`config.mk`:
```
export PLATFORM = sky130hd
export DESIGN_NAME = pcm_peak_track_gain_saturate_flat
export DESIGN_NICKNAME = d
export VERILOG_FILES = /design/src/rtl/pptg_pkg.sv /design/src/rtl/pptg_if.sv /design/src/rtl/pptg_cfg_regs.sv /design/src/rtl/pptg_datapath.sv /design/src/rtl/pcm_peak_track_gain_saturate.sv /design/src/flat_wrapper.sv
export VERILOG_INCLUDE_DIRS = /design/src /design/src/rtl
export SDC_FILE = /design/constraint.sdc
export NUM_CORES = 1
export LEC_CHECK = 0
export ABC_CLOCK_PERIOD_IN_PS = 12300
export BUFFER_PORTS_ARGS = -buffer_cell sky130_fd_sc_hd__buf_2
export CORE_MARGIN = 2
export CORE_UTILIZATION = 50
export CTS_CLUSTER_SIZE = 8
export DETAILED_ROUTE_END_ITERATION = 16
export GPL_ROUTABILITY_DRIVEN = 1
export PLACE_DENSITY = 0.74
export SYNTH_ARGS = -nofsm -noshare
export SYNTH_HDL_FRONTEND = slang
export SYNTH_HIERARCHICAL = 1
export SYNTH_SLANG_ARGS = --single-unit
```
`constraint.sdc`:
```
create_clock -name clk -period 12.3 [get_ports clk]
set_input_delay 1.845 -clock clk [delete_from_list [all_inputs] [get_ports clk]]
set_output_delay 1.845 -clock clk [all_outputs]
set_load 0.03 [all_outputs]
```
`src/rtl/pcm_peak_track_gain_saturate_defines.svh`:
```
// ----------------------------------------------------------------------------
// pcm_peak_track_gain_saturate_defines.svh
// Assertion macros shared by the PCM gain and peak tracker RTL.
// ----------------------------------------------------------------------------
`ifndef PCM_PEAK_TRACK_GAIN_SATURATE_DEFINES_SVH
`define PCM_PEAK_TRACK_GAIN_SATURATE_DEFINES_SVH

// Check a condition on every clock edge outside reset.
`define PPTG_ASSERT_ALWAYS(label, cond, msg) \
    label: assert property (@(posedge clk) disable iff (!rst_n) (cond)) else $error(msg);

// Check that a consequence holds in the same cycle as its antecedent.
`define PPTG_ASSERT_SAME(label, ante, cons, msg) \
    label: assert property (@(posedge clk) disable iff (!rst_n) (ante) |-> (cons)) \
        else $error(msg);

// Check that a consequence holds in the cycle after its antecedent.
`define PPTG_ASSERT_NEXT(label, ante, cons, msg) \
    label: assert property (@(posedge clk) disable iff (!rst_n) (ante) |=> (cons)) \
        else $error(msg);

`endif

```
`src/rtl/pptg_pkg.sv`:
```
// ----------------------------------------------------------------------------
// pptg_pkg
// Types and constants for the PCM gain, saturation and peak tracker.
// ----------------------------------------------------------------------------
package pptg_pkg;

    localparam int SAMPLE_W       = 16;
    localparam int BYTE_W         = 8;
    localparam int GAIN_W         = 31;
    localparam int GAIN_FRAC_BITS = 16;
    localparam int PROD_W         = SAMPLE_W + GAIN_W;
    localparam int RMAG_W         = PROD_W - GAIN_FRAC_BITS;

    localparam int APB_DATA_W = 32;
    localparam int CFG_ADDR_W = 3;

    localparam logic [GAIN_W-1:0]   GAIN_RESET = GAIN_W'(1) << GAIN_FRAC_BITS;
    localparam logic [PROD_W-1:0]   ROUND_HALF = PROD_W'(1) << (GAIN_FRAC_BITS - 1);

    // Saturation limits on the magnitude, per sample width
    localparam logic [SAMPLE_W-1:0] POS_MAX_16 = SAMPLE_W'((1 << (SAMPLE_W - 1)) - 1);
    localparam logic [SAMPLE_W-1:0] NEG_MAX_16 = SAMPLE_W'(1 << (SAMPLE_W - 1));
    localparam logic [SAMPLE_W-1:0] POS_MAX_8  = SAMPLE_W'((1 << (BYTE_W - 1)) - 1);
    localparam logic [SAMPLE_W-1:0] NEG_MAX_8  = SAMPLE_W'(1 << (BYTE_W - 1));

    typedef logic signed [SAMPLE_W-1:0] sample_t;
    typedef logic        [SAMPLE_W-1:0] mag_t;
    typedef logic        [GAIN_W-1:0]   gain_t;

    // Register indexes
    typedef enum logic [CFG_ADDR_W-3:0] {
        REG_GAIN         = 1'b0,
        REG_SAMPLE_WIDTH = 1'b1
    } reg_idx_t;

    typedef struct packed {
        gain_t gain;
        logic  width8;
    } cfg_t;

endpackage

```
`src/rtl/pptg_if.sv`:
```
// ----------------------------------------------------------------------------
// pptg_if
// Valid/ready channels for input samples and scaled results.
// ----------------------------------------------------------------------------
interface pptg_sample_if;
    import pptg_pkg::*;

    logic    valid;
    logic    ready;
    sample_t sample;
    logic    clear_peak;

    modport source (output valid, output sample, output clear_peak, input ready);
    modport sink   (input valid, input sample, input clear_peak, output ready);
endinterface

interface pptg_result_if;
    import pptg_pkg::*;

    logic    valid;
    logic    ready;
    sample_t scaled_sample;
    mag_t    peak;

    modport source (output valid, output scaled_sample, output peak, input ready);
    modport sink   (input valid, input scaled_sample, input peak, output ready);
endinterface

```
`src/rtl/pptg_cfg_regs.sv`:
```
// ----------------------------------------------------------------------------
// pptg_cfg_regs
// APB register file holding the gain and the sample width select.
// ----------------------------------------------------------------------------
module pptg_cfg_regs (
    input  logic                             clk,
    input  logic                             rst_n,
    input  logic                             psel,
    input  logic                             penable,
    input  logic                             pwrite,
    input  logic [pptg_pkg::CFG_ADDR_W-1:0] paddr,
    input  logic [pptg_pkg::APB_DATA_W-1:0] pwdata,
    output logic [pptg_pkg::APB_DATA_W-1:0] prdata,
    output logic                             pready,
    output pptg_pkg::cfg_t                   cfg
);
    import pptg_pkg::*;

    reg_idx_t idx;
    logic     wr_en;
    gain_t    gain_reg;
    logic     width8_reg;

    assign idx    = reg_idx_t'(paddr[CFG_ADDR_W-1:2]);
    assign wr_en  = psel && penable && pwrite;
    assign pready = 1'b1;

    always_ff @(posedge clk or negedge rst_n)
    begin
        if (!rst_n)
        begin
            gain_reg   <= GAIN_RESET;
            width8_reg <= 1'b0;
        end
        else if (wr_en)
        begin
            unique case (idx)
                REG_GAIN:         gain_reg   <= pwdata[GAIN_W-1:0];
                REG_SAMPLE_WIDTH: width8_reg <= pwdata[0];
                default:          ;
            endcase
        end
    end

    always_comb
    begin
        unique case (idx)
            REG_GAIN:         prdata = APB_DATA_W'(gain_reg);
            REG_SAMPLE_WIDTH: prdata = APB_DATA_W'(width8_reg);
            default:          prdata = '0;
        endcase
    end

    assign cfg.gain   = gain_reg;
    assign cfg.width8 = width8_reg;

endmodule

```
`src/rtl/pptg_datapath.sv`:
```
// ----------------------------------------------------------------------------
// pptg_datapath
// Input register, gain multiply with rounding and saturation, peak update
// and result register.
// ----------------------------------------------------------------------------
`include "pcm_peak_track_gain_saturate_defines.svh"

module pptg_datapath (
    input  logic           clk,
    input  logic           rst_n,
    input  pptg_pkg::cfg_t cfg,
    pptg_sample_if.sink    samples,
    pptg_result_if.source  results
);
    import pptg_pkg::*;

    // Input stage
    logic    s1_valid_reg;
    sample_t s1_sample_reg;
    logic    s1_clear_reg;

    // Result stage
    logic    out_valid_reg;
    sample_t out_sample_reg;
    mag_t    out_peak_reg;

    // Running peak
    mag_t    peak_mag_reg;
    mag_t    peak_mag_next;

    logic    out_load;
    logic    s1_advance;

    sample_t picked;
    logic    neg;
    mag_t    mag;
    mag_t    peak_base;
    logic [PROD_W-1:0] prod;
    logic [PROD_W-1:0] rounded;
    logic [RMAG_W-1:0] rmag;
    mag_t    limit;
    mag_t    sat_mag;
    sample_t result;

    assign out_load      = !out_valid_reg || results.ready;
    assign s1_advance    = s1_valid_reg && out_load;
    assign samples.ready = !s1_valid_reg || out_load;

    always_ff @(posedge clk or negedge rst_n)
    begin
        if (!rst_n)
        begin
            s1_valid_reg <= 1'b0;
        end
        else if (samples.ready)
        begin
            s1_valid_reg <= samples.valid;
        end
    end

    always_ff @(posedge clk)
    begin
        if (samples.valid && samples.ready)
        begin
            s1_sample_reg <= samples.sample;
            s1_clear_reg  <= samples.clear_peak;
        end
    end

    // Pick the sample at the selected width and take its magnitude
    always_comb
    begin
        if (cfg.width8)
            picked = SAMPLE_W'(signed'(s1_sample_reg[BYTE_W-1:0]));
        else
            picked = s1_sample_reg;
        neg = picked[SAMPLE_W-1];
        mag = neg ? mag_t'(-picked) : mag_t'(picked);
    end

    // Restart from zero on a clear, then keep the larger magnitude
    always_comb
    begin
        peak_base     = s1_clear_reg ? '0 : peak_mag_reg;
        peak_mag_next = (mag > peak_base) ? mag : peak_base;
    end

    // Scale, round half away from zero on the magnitude, saturate, restore sign
    always_comb
    begin
        prod    = PROD_W'(mag) * PROD_W'(cfg.gain);
        rounded = prod + ROUND_HALF;
        rmag    = rounded[PROD_W-1:GAIN_FRAC_BITS];
        if (cfg.width8)
            limit = neg ? NEG_MAX_8 : POS_MAX_8;
        else
            limit = neg ? NEG_MAX_16 : POS_MAX_16;
        sat_mag = (rmag > RMAG_W'(limit)) ? limit : rmag[SAMPLE_W-1:0];
        result  = neg ? sample_t'(-sat_mag) : sample_t'(sat_mag);
    end

    always_ff @(posedge clk or negedge rst_n)
    begin
        if (!rst_n)
        begin
            peak_mag_reg  <= '0;
            out_valid_reg <= 1'b0;
        end
        else
        begin
            if (s1_advance)
                peak_mag_reg <= peak_mag_next;
            if (out_load)
                out_valid_reg <= s1_valid_reg;
        end
    end

    always_ff @(posedge clk)
    begin
        if (s1_advance)
        begin
            out_sample_reg <= result;
            out_peak_reg   <= peak_mag_next;
        end
    end

    assign results.valid         = out_valid_reg;
    assign results.scaled_sample = out_sample_reg;
    assign results.peak          = out_peak_reg;

    `PPTG_ASSERT_SAME(a_peak_bound, out_valid_reg, out_peak_reg <= NEG_MAX_16, "peak above full scale")
    `PPTG_ASSERT_SAME(a_byte_range, out_valid_reg && cfg.width8, (out_sample_reg <= sample_t'(POS_MAX_8)) && (out_sample_reg >= -sample_t'(NEG_MAX_8)), "8-bit result out of range")
    `PPTG_ASSERT_NEXT(a_peak_grows, s1_advance && !s1_clear_reg, peak_mag_reg >= $past(peak_mag_reg), "peak fell without a clear")
    `PPTG_ASSERT_NEXT(a_result_loads, s1_advance, out_valid_reg, "advanced item not presented")

endmodule

```
`src/rtl/pcm_peak_track_gain_saturate.sv`:
```
// ----------------------------------------------------------------------------
// pcm_peak_track_gain_saturate: PCM gain with rounding, saturation and peak.
// Accepted samples pass the input register, then the result register.
// Throughput one sample per cycle unless results stall; multiply path sets it.
// Reset (rst_n low, async) empties both stages, zeroes the peak, gain = 1.0.
// ----------------------------------------------------------------------------
module pcm_peak_track_gain_saturate (
    input  logic                             clk,
    input  logic                             rst_n,
    input  logic                             psel,
    input  logic                             penable,
    input  logic                             pwrite,
    input  logic [pptg_pkg::CFG_ADDR_W-1:0] paddr,
    input  logic [pptg_pkg::APB_DATA_W-1:0] pwdata,
    output logic [pptg_pkg::APB_DATA_W-1:0] prdata,
    output logic                             pready,
    pptg_sample_if.sink                      samples,
    pptg_result_if.source                    results
);
    import pptg_pkg::*;

    // Configuration as held in the register file; the gain is Q15.16 and
    // the width select picks 16-bit or 8-bit samples. The user must write both
    // only while no transaction is in flight; the block does not enforce this.
    cfg_t cfg;

    // APB register file: gain at byte address 0, width select at 4
    pptg_cfg_regs u_cfg_regs (
        .clk     (clk),
        .rst_n   (rst_n),
        .psel    (psel),
        .penable (penable),
        .pwrite  (pwrite),
        .paddr   (paddr),
        .pwdata  (pwdata),
        .prdata  (prdata),
        .pready  (pready),
        .cfg     (cfg)
    );

    // Sample path: hold each accepted transaction in the input register,
    // scale, round and saturate it, update the running peak, and advance the
    // result into the output register, which parts the two channels: while a
    // result waits, a new sample is still taken into an empty input register.
    pptg_datapath u_datapath (
        .clk     (clk),
        .rst_n   (rst_n),
        .cfg     (cfg),
        .samples (samples),
        .results (results)
    );

endmodule
```
`src/flat_wrapper.sv`:
```
// flat-port wrapper written by rule: the top's interface ports become plain ports
module pcm_peak_track_gain_saturate_flat import pptg_pkg::*;
  (clk, rst_n, psel, penable, pwrite, paddr, pwdata, prdata, pready, samples_valid, samples_sample, samples_clear_peak, samples_ready, results_valid, results_scaled_sample, results_peak, results_ready);
  pptg_sample_if samples_i ();
  pptg_result_if results_i ();
  input  logic clk;
  input  logic rst_n;
  input  logic psel;
  input  logic penable;
  input  logic pwrite;
  input  logic [pptg_pkg::CFG_ADDR_W-1:0] paddr;
  input  logic [pptg_pkg::APB_DATA_W-1:0] pwdata;
  output logic [pptg_pkg::APB_DATA_W-1:0] prdata;
  output logic pready;
  input wire logic [$bits(samples_i.valid)-1:0] samples_valid;
  input wire logic [$bits(samples_i.sample)-1:0] samples_sample;
  input wire logic [$bits(samples_i.clear_peak)-1:0] samples_clear_peak;
  output wire logic [$bits(samples_i.ready)-1:0] samples_ready;
  output wire logic [$bits(results_i.valid)-1:0] results_valid;
  output wire logic [$bits(results_i.scaled_sample)-1:0] results_scaled_sample;
  output wire logic [$bits(results_i.peak)-1:0] results_peak;
  input wire logic [$bits(results_i.ready)-1:0] results_ready;
  assign samples_i.valid = samples_valid;
  assign samples_i.sample = samples_sample;
  assign samples_i.clear_peak = samples_clear_peak;
  assign samples_ready = samples_i.ready;
  assign results_valid = results_i.valid;
  assign results_scaled_sample = results_i.scaled_sample;
  assign results_peak = results_i.peak;
  assign results_i.ready = results_ready;
  pcm_peak_track_gain_saturate u_core (.clk(clk), .rst_n(rst_n), .psel(psel), .penable(penable), .pwrite(pwrite), .paddr(paddr), .pwdata(pwdata), .prdata(prdata), .pready(pready), .samples(samples_i), .results(results_i));
endmodule
```
Word-level counts from Yosys, hierarchy flattened. Index checks and enable logic that the tools add are counted.

Input bits: 59. Output and inout bits: 67. Word-level logic and storage cells: 36. Flip-flop bits (word level): 99.

Bitwise operators: 1. Muxes and demuxes: 10. Multiply operators: 1. $lt $le $gt $ge: 2. Reductions and logical operators: 10. Add/subtract/negate cells: 3.

Operators with widths (count): 16-bit two-way mux (8); 32-bit one-hot mux with 2 select lines (1); 47-bit by 16-bit adder with 47-bit output (second input constant) (1); 16-bit by 31-bit multiplier with 47-bit output (1); 16-bit negator (2); 31-bit by 16-bit > comparator with 1-bit output (1); 16-bit > comparator (1); 8-bit two-way mux (1); 1-bit logical AND (4); 2-bit AND reduction (2); 1-bit logical NOT (2); 1-bit logical OR (2); 1-bit NOT (1).

Longest topological paths before layout.
Depth after elaboration: 9. Depth in mapped cells: 52. Depth with buffers taken out: 49.

Modules after synthesis. The synthesis kept the hierarchy.

By module, submodules not included: pptg_datapath (sequential area each 1921.8 um^2, area an instance 20960.1 um^2, times used 1, cells each 2454); pptg_cfg_regs (sequential area each 802.0 um^2, area an instance 1579.0 um^2, times used 1, cells each 108).

Least setup slack after synthesis. Ideal clock, no wire load.

Path type: register -> register. From: register u_core.u_datapath.s1_sample_reg[3]. To: register u_core.u_datapath.out_sample_reg[8], in the netlist u_core/u_datapath/results.scaled_sample[8], data pin. Clock period less this slack: 10.285 ns. Buffers on the path: 3. Cell stages (with the launch flop): 44. Arrival time: 10.009 ns. Path slack: 2.015 ns. Required time: 12.024 ns. Library setup time: 0.276 ns. Cell sequence: edfxtp_1 nor4_1 nand2_1 nor2_1 nand2_1 o41ai_1 xor2_1 nor2_1 clkbuf_1 nand2_1 fa_1 inv_1 fa_1 fa_1 fa_1 fa_1 inv_1 fa_1 [8 not listed] xnor2_1 ha_1 nand2_1 nor2_1 a2111oi_0 o211ai_1 a32oi_1 nand4bb_1 nor4_1 and4b_1 nand3_1 clkbuf_1 mux2i_1 ha_1 nand4bb_1 nor4b_1 a311oi_1 o21ai_0.

Longest elaborated chain between the ends: 9.

RTL lines: start, declared (RTL line pptg_datapath.sv:19) `sample_t s1_sample_reg;`; start signal, assigned (RTL line pptg_datapath.sv:65) `s1_sample_reg <= samples.sample;`; 16-bit two-way mux * (RTL line pptg_datapath.sv:73) `if (cfg.width8)`; 16-bit negator (RTL line pptg_datapath.sv:78) `mag = neg ? mag_t'(-picked) : mag_t'(picked);`; 16-bit two-way mux * (RTL line pptg_datapath.sv:78); 16-bit by 31-bit multiplier with 47-bit output * (RTL line pptg_datapath.sv:91) `prod = PROD_W'(mag) * PROD_W'(cfg.gain);`; 47-bit by 16-bit adder with 47-bit output * (RTL line pptg_datapath.sv:92) `rounded = prod + ROUND_HALF;`; 31-bit by 16-bit > comparator with 1-bit output (RTL line pptg_datapath.sv:98) `sat_mag = (rmag > RMAG_W'(limit)) ? limit : rmag[SAMPLE_W-1:0];`; 16-bit two-way mux * (RTL line pptg_datapath.sv:98); 16-bit negator (RTL line pptg_datapath.sv:99) `result = neg ? sample_t'(-sat_mag) : sample_t'(sat_mag);`; 16-bit two-way mux * (RTL line pptg_datapath.sv:99); via u_core.u_datapath.result[8] (RTL line pptg_datapath.sv:43) `sample_t result;`; end signal, assigned (RTL line pptg_datapath.sv:122) `out_sample_reg <= result;`; end, declared (RTL line pptg_datapath.sv:24) `sample_t out_sample_reg;`.

The timed path passes the listed nets; every way through them passes the cells marked *. A chain may end at the register's enable or synchronous reset.

Worst setup path in the final report.
From: register u_core.u_datapath.s1_sample_reg[3]. To: register u_core.u_datapath.out_sample_reg[14], in the netlist u_core/u_datapath/results.scaled_sample[14], data pin.

Same word-level chain as after synthesis.

==> metrics.md <==
| Metric | Value |
|---|---|
| CTS tree | `built` |
| Synth Net Count | `about 3200` |
| Rows | `77` |
| Core ar. | `44300 um^2` |
| Crit Path Category | `register to register` |
| Largest net degree at the start of global routing | `51` |
| Met1 Usage GRT | `0.336` |
| FF-to-FF setup slack | `0.60 ns` |
| Initial DRC count | `about 1100` |
| WP data required | `12.45 ns` |
| Crit path capture type | `register` |
| Nets | `3253` |
| Htree depth | `3` |
| RSZ-0062 raised after global routing | `false` |
| Wire per inst | `18.8 um` |
| Routed WL | `60300 um` |
| Worst Hold Path EP | `u_core/u_datapath/peak_mag_reg[0]` |
| # setup viols final | `0` |
| FFs w/ async S/R, synth | `0.505` |
| Cells on worst reg2reg path | `41` |
| Post-synth EDFFs | `49` |
| RePlAce Congestion | `0.909` |
| I/O pin count | `126` |
| RR Startpoint | `u_core/u_datapath/s1_sample_reg[3]` |
| Hold Crit Depth | `1` |
| Max-cap violations | `0` |
| Slowest-stage cell, CP | `nor2_2` |
| Setup_tns | `0 ns` |
| Cts bufs inserted | `9` |
| Inserted Diodes | `0` |
| Setup Buffers After CTS | `0` |
| Fill count | `~4000` |
| Antenna violations before repair | `1` |
| Clock sink count | `99` |
| Clk slew on worst S/H paths | `0.09 ns` |
| Layout Area Growth over Synthesis | `6.97%` |
| Worst-Skew Late Latency | `0.41 ns` |
| Layout cells sized above 1 | `0.100` |
| Crit path buf inv count | `4` |
| Die area | `roughly 47000 um^2` |
| Fmax | `85.5 MHz` |
| Routed Antenna Nets | `0` |
| Met2 Usage GRT | `0.464` |
| Root buf cell | `clkbuf_16` |
| Netlist cell types | `80` |
| DRT Pass-1 Iters | `5` |
| Max Clock Skew | `0.0251 ns` |
| Vias in the first global route | `roughly 19000` |
| Yosys reg bits | `99` |
| Worst path max stage delay | `just over 0.7 ns` |
| Final Critical Period | `11.70 ns` |
| Synth Area per Inst | `8.80 um^2` |
| Gr usage total | `0.268` |
| Max-slew headroom | `0.223` |
| Capture instance of the worst register-to-register path | `u_core/u_datapath/results.scaled_sample[14]` |
| Synth Cell Area | `22500 um^2` |
| Hpwl dp | `47000 um` |
| First-pass GRT wire length | `98200 um` |
| Cell count after synthesis | `2562` |
| Worst path most repeated cell | `fa_1` |
| Tcrit/Tclk final | `0.951` |
| Die X | `216 um` |
| Top Usage Layer GRT | `met2` |
| Min-delay worst type | `register to register` |
| Max Slew Vio Count | `0` |
| Initial Utilization | `0.509` |
| WP data arrival | `11.84 ns` |
| Vias | `17729` |
| DR DRC count | `0` |
| Status | `complete, no violations` |
| Max FFs per register | `31` |
| Synth warn | `6` |
| GRT overflow | `0` |
| GRT met3 Usage | `0.0396` |
| Top_reg_cell synth | `edfxtp_1` |
| Crit-path max FO | `12` |
| Startpoint Class | `register` |
| Input/output buffers | `120` |
| Buffer depth of the longest clock path | `2` |
| HP Start | `u_core/u_datapath/peak_mag_reg[0]` |
| Slew of the pin with the lowest slew margin | `1.16 ns` |
| Vias per inst | `5.52` |
| Hold Violations, Final | `0` |
| Sequential share of the synthesized area | `0.121` |
| Die height | `~220 um` |
| Crit-path leading delay family | `adder cells` |
## metal layers
| layer | wire length (um) | part of all wire |
|---|---|---|
| met1 | 23800 | 0.39 |
| met2 | 30300 | 0.50 |
| met3 | 4030 | 0.067 |
| met4 | 2190 | 0.036 |
| met5 | 7 | 0.00012 |
## cell usage after synthesis, drive strengths merged, types with 9 or more instances
master | number | share of area
nor2b | 43 | 0.012
mux2i | 27 | 0.012
and3 | 9 | 0.0025
ha | 177 | 0.098
a211oi | 9 | 0.0032
nor3 | 19 | 0.0042
nor4 | 12 | 0.0033
nand3 | 26 | 0.0058
nand2 | 406 | 0.068
mux2 | 53 | 0.032
a21o | 9 | 0.0030
edfxtp | 49 | 0.065
o21a | 13 | 0.0043
xor2 | 19 | 0.0074
inv | 566 | 0.094
and2 | 167 | 0.046
nand4 | 25 | 0.0069
o21ai | 55 | 0.012
a21oi | 77 | 0.017
o211ai | 10 | 0.0033
nor2 | 77 | 0.014
buf | 11 | 0.0036
xnor2 | 23 | 0.0089
a31oi | 9 | 0.0025
nand2b | 28 | 0.0078
clkbuf | 109 | 0.018
o21bai | 12 | 0.0040
fa | 403 | 0.36
dfrtp | 49 | 0.054
## worst reg2reg max path, delay by kind of cell, from the launching register on
kind	cells	cell delay (ns)
adders and majority gates	9	3.93
AOI/OAI and AO/OA	12	3.00
and+or+nand+nor	12	2.76
xor gates and xnor gates	3	0.73
buffers and inverters	4	0.48
DFF	1	0.47
muxes	1	0.10
## cells by family after synthesis
| kind of cell | count (synthesis) | synth area share |
|---|---|---|
| mux | 80 | 0.0436 |
| other cells | 2 | 0.000333 |
| buf+inv | 686 | 0.116 |
| simple gates | 835 | 0.180 |
| flops | 99 | 0.121 |
| xor+xnor | 42 | 0.0163 |
| compound gates | 238 | 0.0666 |
| fa+ha+maj | 580 | 0.456 |
## stage by stage
stage           util  hold WS (ns)  instance area [um^2]  setup WS, ns  instances
3_3_place_gp   0.537         0.468                 23800         0.806       3195
6_report       0.544         0.501                 24100         0.603       3211
2_1_floorplan      -         0.457                 22500          2.02       2562
4_1_cts        0.544         0.507                 24100         0.474       3211
3_5_place_dp   0.537         0.489                 23800         0.550       3195
5_1_grt        0.544         0.515                 24100       0.00376       3211
## worst max path at each step
stage / depth (start not counted) / end / start
3_5_place_dp: 44 / u_core/u_datapath/results.scaled_sample[14] / u_core/u_datapath/s1_sample_reg[3]
5_1_grt: 45 / u_core/u_datapath/results.scaled_sample[14] / u_core/u_datapath/s1_sample_reg[3]
3_3_place_gp: 43 / u_core/u_datapath/results.scaled_sample[14] / u_core/u_cfg_regs/width8_reg
4_1_cts: 44 / u_core/u_datapath/results.scaled_sample[14] / u_core/u_datapath/s1_sample_reg[3]
2_1_floorplan: 43 / u_core/u_datapath/results.scaled_sample[8] / u_core/u_datapath/s1_sample_reg[3]
6_report: 41 / u_core/u_datapath/results.scaled_sample[14] / u_core/u_datapath/s1_sample_reg[3]
## area by class of cell
type	instances	area [um^2]	area share
multi-input combinational	1777	17300	0.717
timing repair buffer	161	921	0.0382
tap	592	741	0.0307
clock inverter	7	80.1	0.00332
clock buffer	9	225	0.00934
sequential	99	2720	0.113
inverter	566	2130	0.0883
## cell usage in the layout, fill, tap and decap left out, drive strengths merged, types with 23 or more instances in the layout
cell type	count
mux2i	27
o21ai	55
nand3	26
nand4	25
dfrtp	49
and2	167
nand2	406
nor2	77
edfxtp	49
xnor2	23
fa	403
ha	177
nand2b	28
buf	161
nor2b	43
inv	569
a21oi	77
mux2	53
## timing repair
action                                  CTS  global route
hold buffers                              0             0
gates resized for setup                   0             4
endpoints found under the hold margin     0             0
endpoints found under the setup margin    0             7
Power is left out: the tool's default activity adds up to more than one toggle a clock period on the data nets, which glitch-free logic cannot reach.
